### config.mk
export PLATFORM = sky130hd
export DESIGN_NAME = bfm_ctrl
export DESIGN_NICKNAME = d
export VERILOG_FILES = /design/src/sv/bfm_pkg.sv /design/src/sv/bfm_ctrl.sv
export SDC_FILE = /design/constraint.sdc
export NUM_CORES = 1
export LEC_CHECK = 0
export ABC_AREA = 0
export ABC_CLOCK_PERIOD_IN_PS = 3800
export BUFFER_PORTS_ARGS = -buffer_cell sky130_fd_sc_hd__buf_2
export CORE_AREA = 10 10 47 49
export DETAILED_ROUTE_END_ITERATION = 6
export DIE_AREA = 0 0 57 59
export SETUP_SLACK_MARGIN = 0.4
export SYNTH_ARGS = -nofsm -noshare
export SYNTH_HDL_FRONTEND = slang
export SYNTH_SLANG_ARGS = --single-unit
### constraint.sdc
create_clock -name clk -period 3.8 [get_ports clk]
set_clock_uncertainty 0.1 [all_clocks]
set_input_delay 0.38 -clock clk [delete_from_list [all_inputs] [get_ports clk]]
set_output_delay 0.38 -clock clk [all_outputs]
set_load 0.05 [all_outputs]
### src/sv/bfm_pkg.sv
`default_nettype none
// ----------------------------------------------------------------------------
// bfm_pkg: shared types and constants
// controller states, register indexes and datapath command/status structs
// ----------------------------------------------------------------------------
package bfm_pkg;

    localparam int unsigned FILTER_DEPTH_DEF = 65536;
    localparam int unsigned MAX_HASHES_DEF   = 4;
    localparam int unsigned COEF_WIDTH_DEF   = 16;

    localparam int unsigned KEY_W   = 64;
    localparam int unsigned PRIME_W = 32;
    localparam int unsigned BITS_W  = 17;
    localparam int unsigned HCNT_W  = 3;

    typedef enum logic [2:0] {
        REG_BIT_COUNT  = 3'd0,
        REG_HASH_COUNT = 3'd1,
        REG_PRIME      = 3'd2,
        REG_MULT       = 3'd3,
        REG_ADD        = 3'd4
    } reg_idx_t;

    typedef enum logic [3:0] {
        ST_CLEAR,
        ST_IDLE,
        ST_HASH,
        ST_HASH_WAIT,
        ST_MODP,
        ST_MODP_WAIT,
        ST_MODM,
        ST_MODM_WAIT,
        ST_MEM,
        ST_MEM_WAIT,
        ST_DONE
    } bfm_state_t;

    typedef struct packed {
        logic clr_step;   // write zero at clear address, advance
        logic load;       // capture key and opcode
        logic hash_go;    // start multiply-add for current hash
        logic modp_go;    // start reduction by p
        logic modm_go;    // start reduction by m
        logic mem_rd;     // read filter bit at index
        logic mem_wr;     // set filter bit at index
        logic next_hash;  // advance hash counter, update all flag
        logic result;     // drive result strobe
    } bfm_cmd_t;

    typedef struct packed {
        logic clr_last;
        logic hash_done;
        logic mod_done;
        logic last_hash;
        logic is_insert;
    } bfm_sts_t;

endpackage
`default_nettype wire

### src/sv/bfm_ctrl.sv
`default_nettype none
// ----------------------------------------------------------------------------
// bfm_ctrl: sequencing state machine
// clearing pass, then per item: hash, mod p, mod m, bit access per hash
// ----------------------------------------------------------------------------
module bfm_ctrl
    import bfm_pkg::*;
(
    input  wire logic     clk,
    input  wire logic     rst_n,
    input  wire logic     start,
    input  wire bfm_sts_t sts,
    output bfm_cmd_t      cmd,
    output logic          busy,
    output logic          done
);

    bfm_state_t state_reg, state_next;

    always_ff @(posedge clk or negedge rst_n)
    begin
        if (!rst_n)
        begin
            state_reg <= ST_CLEAR;
        end
        else
        begin
            state_reg <= state_next;
        end
    end

    always_comb
    begin
        state_next = state_reg;
        cmd        = '0;
        case (state_reg)
            ST_CLEAR:
            begin
                cmd.clr_step = 1'b1;
                if (sts.clr_last)
                begin
                    state_next = ST_IDLE;
                end
            end
            ST_IDLE:
            begin
                if (start)
                begin
                    cmd.load   = 1'b1;
                    state_next = ST_HASH;
                end
            end
            ST_HASH:
            begin
                cmd.hash_go = 1'b1;
                state_next  = ST_HASH_WAIT;
            end
            ST_HASH_WAIT:
            begin
                if (sts.hash_done)
                begin
                    state_next = ST_MODP;
                end
            end
            ST_MODP:
            begin
                cmd.modp_go = 1'b1;
                state_next  = ST_MODP_WAIT;
            end
            ST_MODP_WAIT:
            begin
                if (sts.mod_done)
                begin
                    state_next = ST_MODM;
                end
            end
            ST_MODM:
            begin
                cmd.modm_go = 1'b1;
                state_next  = ST_MODM_WAIT;
            end
            ST_MODM_WAIT:
            begin
                if (sts.mod_done)
                begin
                    state_next = ST_MEM;
                end
            end
            ST_MEM:
            begin
                cmd.mem_rd = 1'b1;
                cmd.mem_wr = sts.is_insert;
                state_next = ST_MEM_WAIT;
            end
            ST_MEM_WAIT:
            begin
                cmd.next_hash = 1'b1;
                state_next    = sts.last_hash ? ST_DONE : ST_HASH;
            end
            ST_DONE:
            begin
                cmd.result = !sts.is_insert;
                state_next = ST_IDLE;
            end
            default:
            begin
                state_next = ST_IDLE;
            end
        endcase
    end

    assign busy = (state_reg != ST_IDLE);
    assign done = cmd.result;

endmodule
`default_nettype wire

# Word-level counts from Yosys, hierarchy flattened
# Cells that the tools add are included.
[classes]
addsub = 0
n_mul = 0
n_div = 0
magnitude_cmp = 0
n_eq_ne = 16
n_shift = 0
muxes = 16
bitwise_logic = 0
n_reduce_logical = 3
[op_table]
columns = ["op", "n"]
rows = [
  ["$pmux W4 S10", 1],
  ["$mux W4", 6],
  ["$eq A4 B3 Y1 const B", 4],
  ["$eq A4 B4 Y1 const B", 3],
  ["$ne A2 B2 Y1 const B", 5],
  ["$eq A4 B2 Y1 const B", 2],
  ["$mux W1", 8],
  ["$reduce_and A5 Y1", 1],
  ["$eq A4 B1 Y1 const B", 1],
  ["$logic_not A4 Y1", 1],
  ["$ne A4 B1 Y1 const B", 1],
  ["$mux W2", 1],
  ["$logic_not A1 Y1", 1],
]
[word_totals]
reg_bits = 4
latch_bits = 0
ram_bits = 0
rom_bits = 0
input_bits = 8
out_inout_bits = 11
word_cells = 36
memories = 0

# Depth between registers and ports, before layout
# Gate-level depths: netlist (run 1).
[logic_depth]
word_depth = 3
mapped_depth = 4
depth_no_buf = 3

# Worst setup path after synthesis (run 1)
# No wires, ideal clock.
[synth_timing]
path_type = "flip-flop to output port"
start = "reg state_reg[0]"
end = "out cmd[2] (netlist bit)"
t_arrival_ns = 2.255
required_time_ns = 3.320
setup_slack_ns = 1.065
stages_incl_launch_ff = 4
n_path_buf = 1
path_cell_list = "dfrtp_1 -> buf_2 -> nor3_1 -> and2_1"
[synth_rtl]
columns = ["element", "line", "source"]
rows = [
  ["from (decl)", "bfm_ctrl.sv:18", "bfm_state_t state_reg, state_next;"],
  ["from (signal assigned)", "bfm_ctrl.sv:28", "state_reg <= state_next;"],
  ["to (decl)", "bfm_ctrl.sv:13", "output bfm_cmd_t cmd,"],
]

==> results of run 1 <==
==> cell type report <==
| type | instances | area (um2) | area share (%) |
|---|---|---|---|
| Multi-Input combinational cell | 35 | 229 | 47.8 |
| Sequential cell | 4 | 100 | 20.9 |
| Timing Repair Buffer | 19 | 100 | 20.9 |
| Clock buffer | 3 | 22.5 | 4.70 |
| Tap cell | 16 | 20.0 | 4.18 |
| Inverter | 2 | 7.51 | 1.57 |
==> power groups by stage <==
stage                     sequential [mW]  clock, mW  combinational (mW)
final                               0.127     0.0523               0.259
after floorplan                    0.0756          0               0.271
after CTS                           0.127     0.0549               0.263
after global routing                0.136     0.0586               0.280
after global placement              0.126          0               0.259
after detailed placement            0.127          0               0.262
==> logic make-up after synthesis <==
kind of cell	count (synthesis)	synth area share [%]
multiplexers	2	5.70
AND/OR/NAND/NOR	27	43.0
AO/OA/AOI/OAI	6	12.8
flip-flops	4	26.8
buffers and inverters	7	11.7
==> Yosys cell counts, drive strengths merged <==
master / n
a21boi: 1
and3: 1
nor2b: 2
a32o: 1
nand2: 4
and2b: 1
nor3b: 2
dfrtp: 4
o2bb2ai: 1
nor2: 4
nor3: 4
a32oi: 1
inv: 2
o211ai: 1
nand4b: 1
nand3: 3
mux2: 1
nor4: 1
a21oi: 1
buf: 5
nand2b: 3
and2: 1
mux2i: 1
==> per-layer routing <==
metal | vias to the layer above | GRT usage, % | wire length [um]
met4 | 0 | 7.05 | 45
met1 | 174 | 7.04 | 492
met3 | 4 | 0.858 | 24
met2 | 14 | 10.1 | 482
li1 | 194 | - | -
met5 | - | 0 | 0
==> critical path, cell delays in order, from the launching register on <==
cell      delay, ns
dfrtp_1        0.51
nand2b_1       0.25
nor3_1         0.18
and2_1         0.14
buf_2          0.25
==> how the worst min path moves through the flow <==
stage | from | endpoint | slack [ns] | cells past startpoint
finish | sts[4] | state_reg[0] | 0.27 | 3
global route | sts[4] | state_reg[0] | 0.28 | 3
CTS | sts[4] | state_reg[0] | 0.27 | 3
detailed placement | rst_n | state_reg[0] | 0.09 | 1
global placement | rst_n | state_reg[1] | 0.09 | 1
floorplan | rst_n | state_reg[0] | -0.02 | 0
==> impl_metrics.toml, run 1 <==
[status]
status = "complete, no violations"

[clocking]
path_clk_slew_ns = 0.04
cts.repair.resized = 0
clock_path_buffers = 2
tritoncts = "done"
cts.root.buffer_cell = "clkbuf_4"
cts_made_buffers = 3
cts_setup_buffers = 0
cts_max_level = 1
cts-hold-fix-buffers = 1
clkLatencyLatePin_ns = 0.23
cts_sinks = 4

[global_route]
grt_antenna_before_repair = 0
grt_pass1_wl_mm = 1.75
grt_pass1_vias = 378
grt_usage_pct = 6.45
grt.overflow.total = 0
grt_max_degree = 14

[power_and_ir_drop]
swShare_pct = 57.3
power_frac_seq_pct = 29.0
clkPwrFrac_pct = 11.9
ir_worst_vdd_mv = 0.352
p_switching_mw = 0.251
total_power_mw = 0.438
power.density_nw_per_um2 = 915
leakage_nw = 0.232
power_frac_comb_pct = 59.0
intPower_mw = 0.187

[worst_setup_path]
path_max_fanout = 13
endpoint_kind = "primary output"
worst_r2r_startpoint = "state_reg[2]"
r2r_cells = 3
path_class = "reg2out"
start_kind = "flop"
arrival_ns = 1.58
crit_start = "state_reg[2]"
r2r_slack_ns = 2.42
regToRegEndpoint = "state_reg[1]"
critPathCapture = "cmd[2]"
required_ns = 3.32

[floorplan]
dieWidth_um = 57
fp.coreArea_um2 = 1400
start_util_pct = 26.6
io_pins = 19
fp.dieArea_um2 = 3360
die_h_um = 59
rows = 14

[sta]
setup_violations = 0
slew_violations = 0
slew_headroom_pct = 72.4
fin_crit_sh_pct = 54.2
holdWs_ns = 0.273
min_period_ns = 2.06
worst_pin_slew_ns = 0.414
clock.fmax_mhz = 486
tns_ns = 0
hold_viol = 0
rsz0062_at_grt = "no"
setup_ws_ns = 1.74

[yosys]
synth_top_area_share_pct = 26.8
synth_area_leader_cell = "dfrtp_1"
syn_nets = 54
netlist_instances = 46
synth-seq-cells = 4
syn_avg_cell_area_um2 = 8.11
ys_seq_area_share_pct = 26.8
synth_cell_types = 27
netlist_area_um2 = 373
synth.area.top_cells = "dfrtp_1 27%, nor3_1 5.4%, nand2b_1 5.0%"
ys.warnings.count = 0

[final_layout]
layout_common_cells = "18 x buf_2, 4 x nand2_1, 4 x nor3_1, 4 x dfrtp_1"
fin_cells = 79
final_core_util_pct = 34.2
final_nets = 73
largest_reg_flops = 4
fin_area_um2 = 479
syn_to_final_growth_pct = 28.5
layout_commonest_cell = "buf_2"
nFillCells = 170
drive_gt1_share_pct = 39.7
diodes = 0

[placement]
dp.cells = 75
place_ws_ns = 1.99
gp_congestion = 0.727
dpl.hpwl_um = 797
io_buffers = 18
place_area_um2 = 447

[routing]
drc = 0
wire_per_inst_um = 13.2
via_per_inst = 4.89
wl_mm = 1.04
antenna_left = 0
first_pass_iters = 3
first_iter_violations = 3
num_vias = 386

[worst_hold_path]
hold_class = "in2reg"

[flow_run]
drv_cap = 0
(Power assumes the default switching activity.)
==> run 2, diff against run 1 <==
- ABC_CLOCK_PERIOD_IN_PS: 3800 -> 1950
- clock period: 3.8 -> 1.95 ns (I/O delays scaled with it)
==> impl_metrics.toml, run 2 (synthesis gave the netlist of run 1 again) <==
[clocking]
tritoncts = "done"
path_clk_slew_ns = 0.03
cts.root.buffer_cell = "clkbuf_4"
cts_max_level = 1
cts_sinks = 4
cts_made_buffers = 3
clkLatencyLatePin_ns = 0.23
clock_path_buffers = 2

[sta]
slew_headroom_pct = 82.1
slew_violations = 0
min_period_ns = 1.61
rsz0062_at_grt = "yes"
clock.fmax_mhz = 622
worst_pin_slew_ns = 0.268
setup_violations = 0
setup_ws_ns = 0.343
tns_ns = 0
hold_viol = 0
fin_crit_sh_pct = 82.4

[routing]
num_vias = 441
antenna_left = 0
first_pass_iters = 4
drc = 0
wl_mm = 1.28
wire_per_inst_um = 14.2
via_per_inst = 4.90
first_iter_violations = 7

[power_and_ir_drop]
leakage_nw = 0.327
ir_worst_vdd_mv = 0.688
swShare_pct = 50.1
power.density_nw_per_um2 = 1710
clkPwrFrac_pct = 8.0
power_frac_seq_pct = 17.7
intPower_mw = 0.619
power_frac_comb_pct = 74.4
p_switching_mw = 0.621

[worst_setup_path]
start_kind = "flop"
path_cells = "buf_6, nor4_4, buf_6"
critical_path.max_stage_delay_ns = 0.44
path_class = "reg2out"
endpoint_kind = "primary output"
crit_path_top_delay_cell = "dfrtp_2"
crit_path_frequent_cell = "buf_6"
path_max_fanout = 7
arrival_ns = 1.31
required_ns = 1.65

[global_route]
grt_usage_pct = 7.95
grt_antenna_before_repair = 0
grt_max_degree = 11
grt.overflow.total = 0
grt_pass1_vias = 474
grt_pass1_wl_mm = 2.17

[floorplan]
dieWidth_um = 57
rows = 14
fp.coreArea_um2 = 1400
fp.dieArea_um2 = 3360
start_util_pct = 26.6
io_pins = 19
die_h_um = 59

[final_layout]
largest_reg_flops = 4
drive_gt1_share_pct = 66.2
diodes = 0
layout_commonest_cell = "buf_4"
final_nets = 84
layout_common_cells = "11 x buf_4, 8 x buf_6, 7 x buf_2"
nFillCells = 136
multi_input_area_um2 = 309
seqCellArea_um2 = 104
syn_to_final_growth_pct = 94.0

[placement]
place_ws_ns = 0.324
gp_congestion = 0.742
dpl.hpwl_um = 841
io_buffers = 18

[worst_hold_path]
hold_class = "in2reg"

[status]
status = "complete, no violations"

[flow_run]
drv_cap = 0
[run 2: cell count changes in the layout (fill, tap and decap cells not counted), moves of 2 or more]
cell | previous run | this run
buf_6 | 0 | 8
nor3_4 | 0 | 3
nand2b_1 | 3 | 1
dfrtp_2 | 0 | 3
dfrtp_1 | 4 | 1
nor3_1 | 4 | 0
buf_4 | 0 | 11
nand2b_4 | 0 | 2
buf_2 | 18 | 7
[run 2: power by group through the flow]
stage	combinational [mW]	sequential (mW)	clock [mW]
2_1_floorplan	0.637	0.155	0
4_1_cts	0.863	0.212	0.105
3_3_place_gp	0.633	0.241	0
3_5_place_dp	0.637	0.243	0
6_report	0.922	0.219	0.0988
5_1_grt	0.988	0.232	0.118
[run 2: worst paths after layout]
| check | startpoint | end | slack [ns] | cells past startpoint |
|---|---|---|---|---|
| worst max-delay path | state_reg[0] | cmd[8] | 0.34 | 3 |
| max in group asynchronous | rst_n | state_reg[0] | 1.42 | 2 |
| worst min register to register | state_reg[2] | state_reg[2] | 0.46 | 2 |
| worst max register to register | state_reg[1] | state_reg[0] | 0.51 | 4 |
| worst min-delay path | sts[4] | state_reg[0] | 0.1 | 3 |
| min in group asynchronous | rst_n | state_reg[3] | 0.20 | 2 |
[run 2: stage by stage]
stage / total power [mW] / hold slack, ns / area [um2] / std cells / util [%]
final: 1.24 / 0.0990 / 723 / 90 / 51.6
after detailed placement: 0.880 / -0.0989 / 526 / 77 / 37.5
after CTS: 1.18 / 0.0990 / 688 / 90 / 49.1
after global routing: 1.34 / 0.0969 / 723 / 90 / 51.6
after global placement: 0.874 / -0.0996 / 526 / 77 / 37.5
after floorplan: 0.791 / -0.201 / 449 / 46 / -
[run 2: metal layers]
metal / global-route usage [%] / vias up / routed length, um
li1: - / 221 / -
met1: 7.84 / 204 / 500
met2: 13.3 / 16 / 677
met3: 3.00 / 0 / 99
met4: 6.04 / 0 / 0
met5: 0 / - / 0
[run 2: layout make-up]
cell class	instances	area share [%]
clock buffer	3	3.11
timing repair buffer	30	36.0
sequential	4	14.4
inverter	2	1.04
tap	16	2.77
multi-input combinational	35	42.7
[run 2: worst max-delay path, delay by kind of cell (launching register included)]
kind | cells | cell delay, ns
AND/OR/NAND/NOR | 1 | 0.29
buffers and inverters | 2 | 0.34
flip-flops | 1 | 0.44
[run 2: repair_timing]
| item | 4_1_cts | 5_1_grt |
|---|---|---|
| hold buffers | 1 | 0 |
| setup buffers | 9 | 0 |
| gates resized for setup | 19 | 9 |
| endpoints found under the setup margin | 12 | 10 |
| hold endpoints to repair | 4 | 0 |
| pin swaps | 3 | 2 |
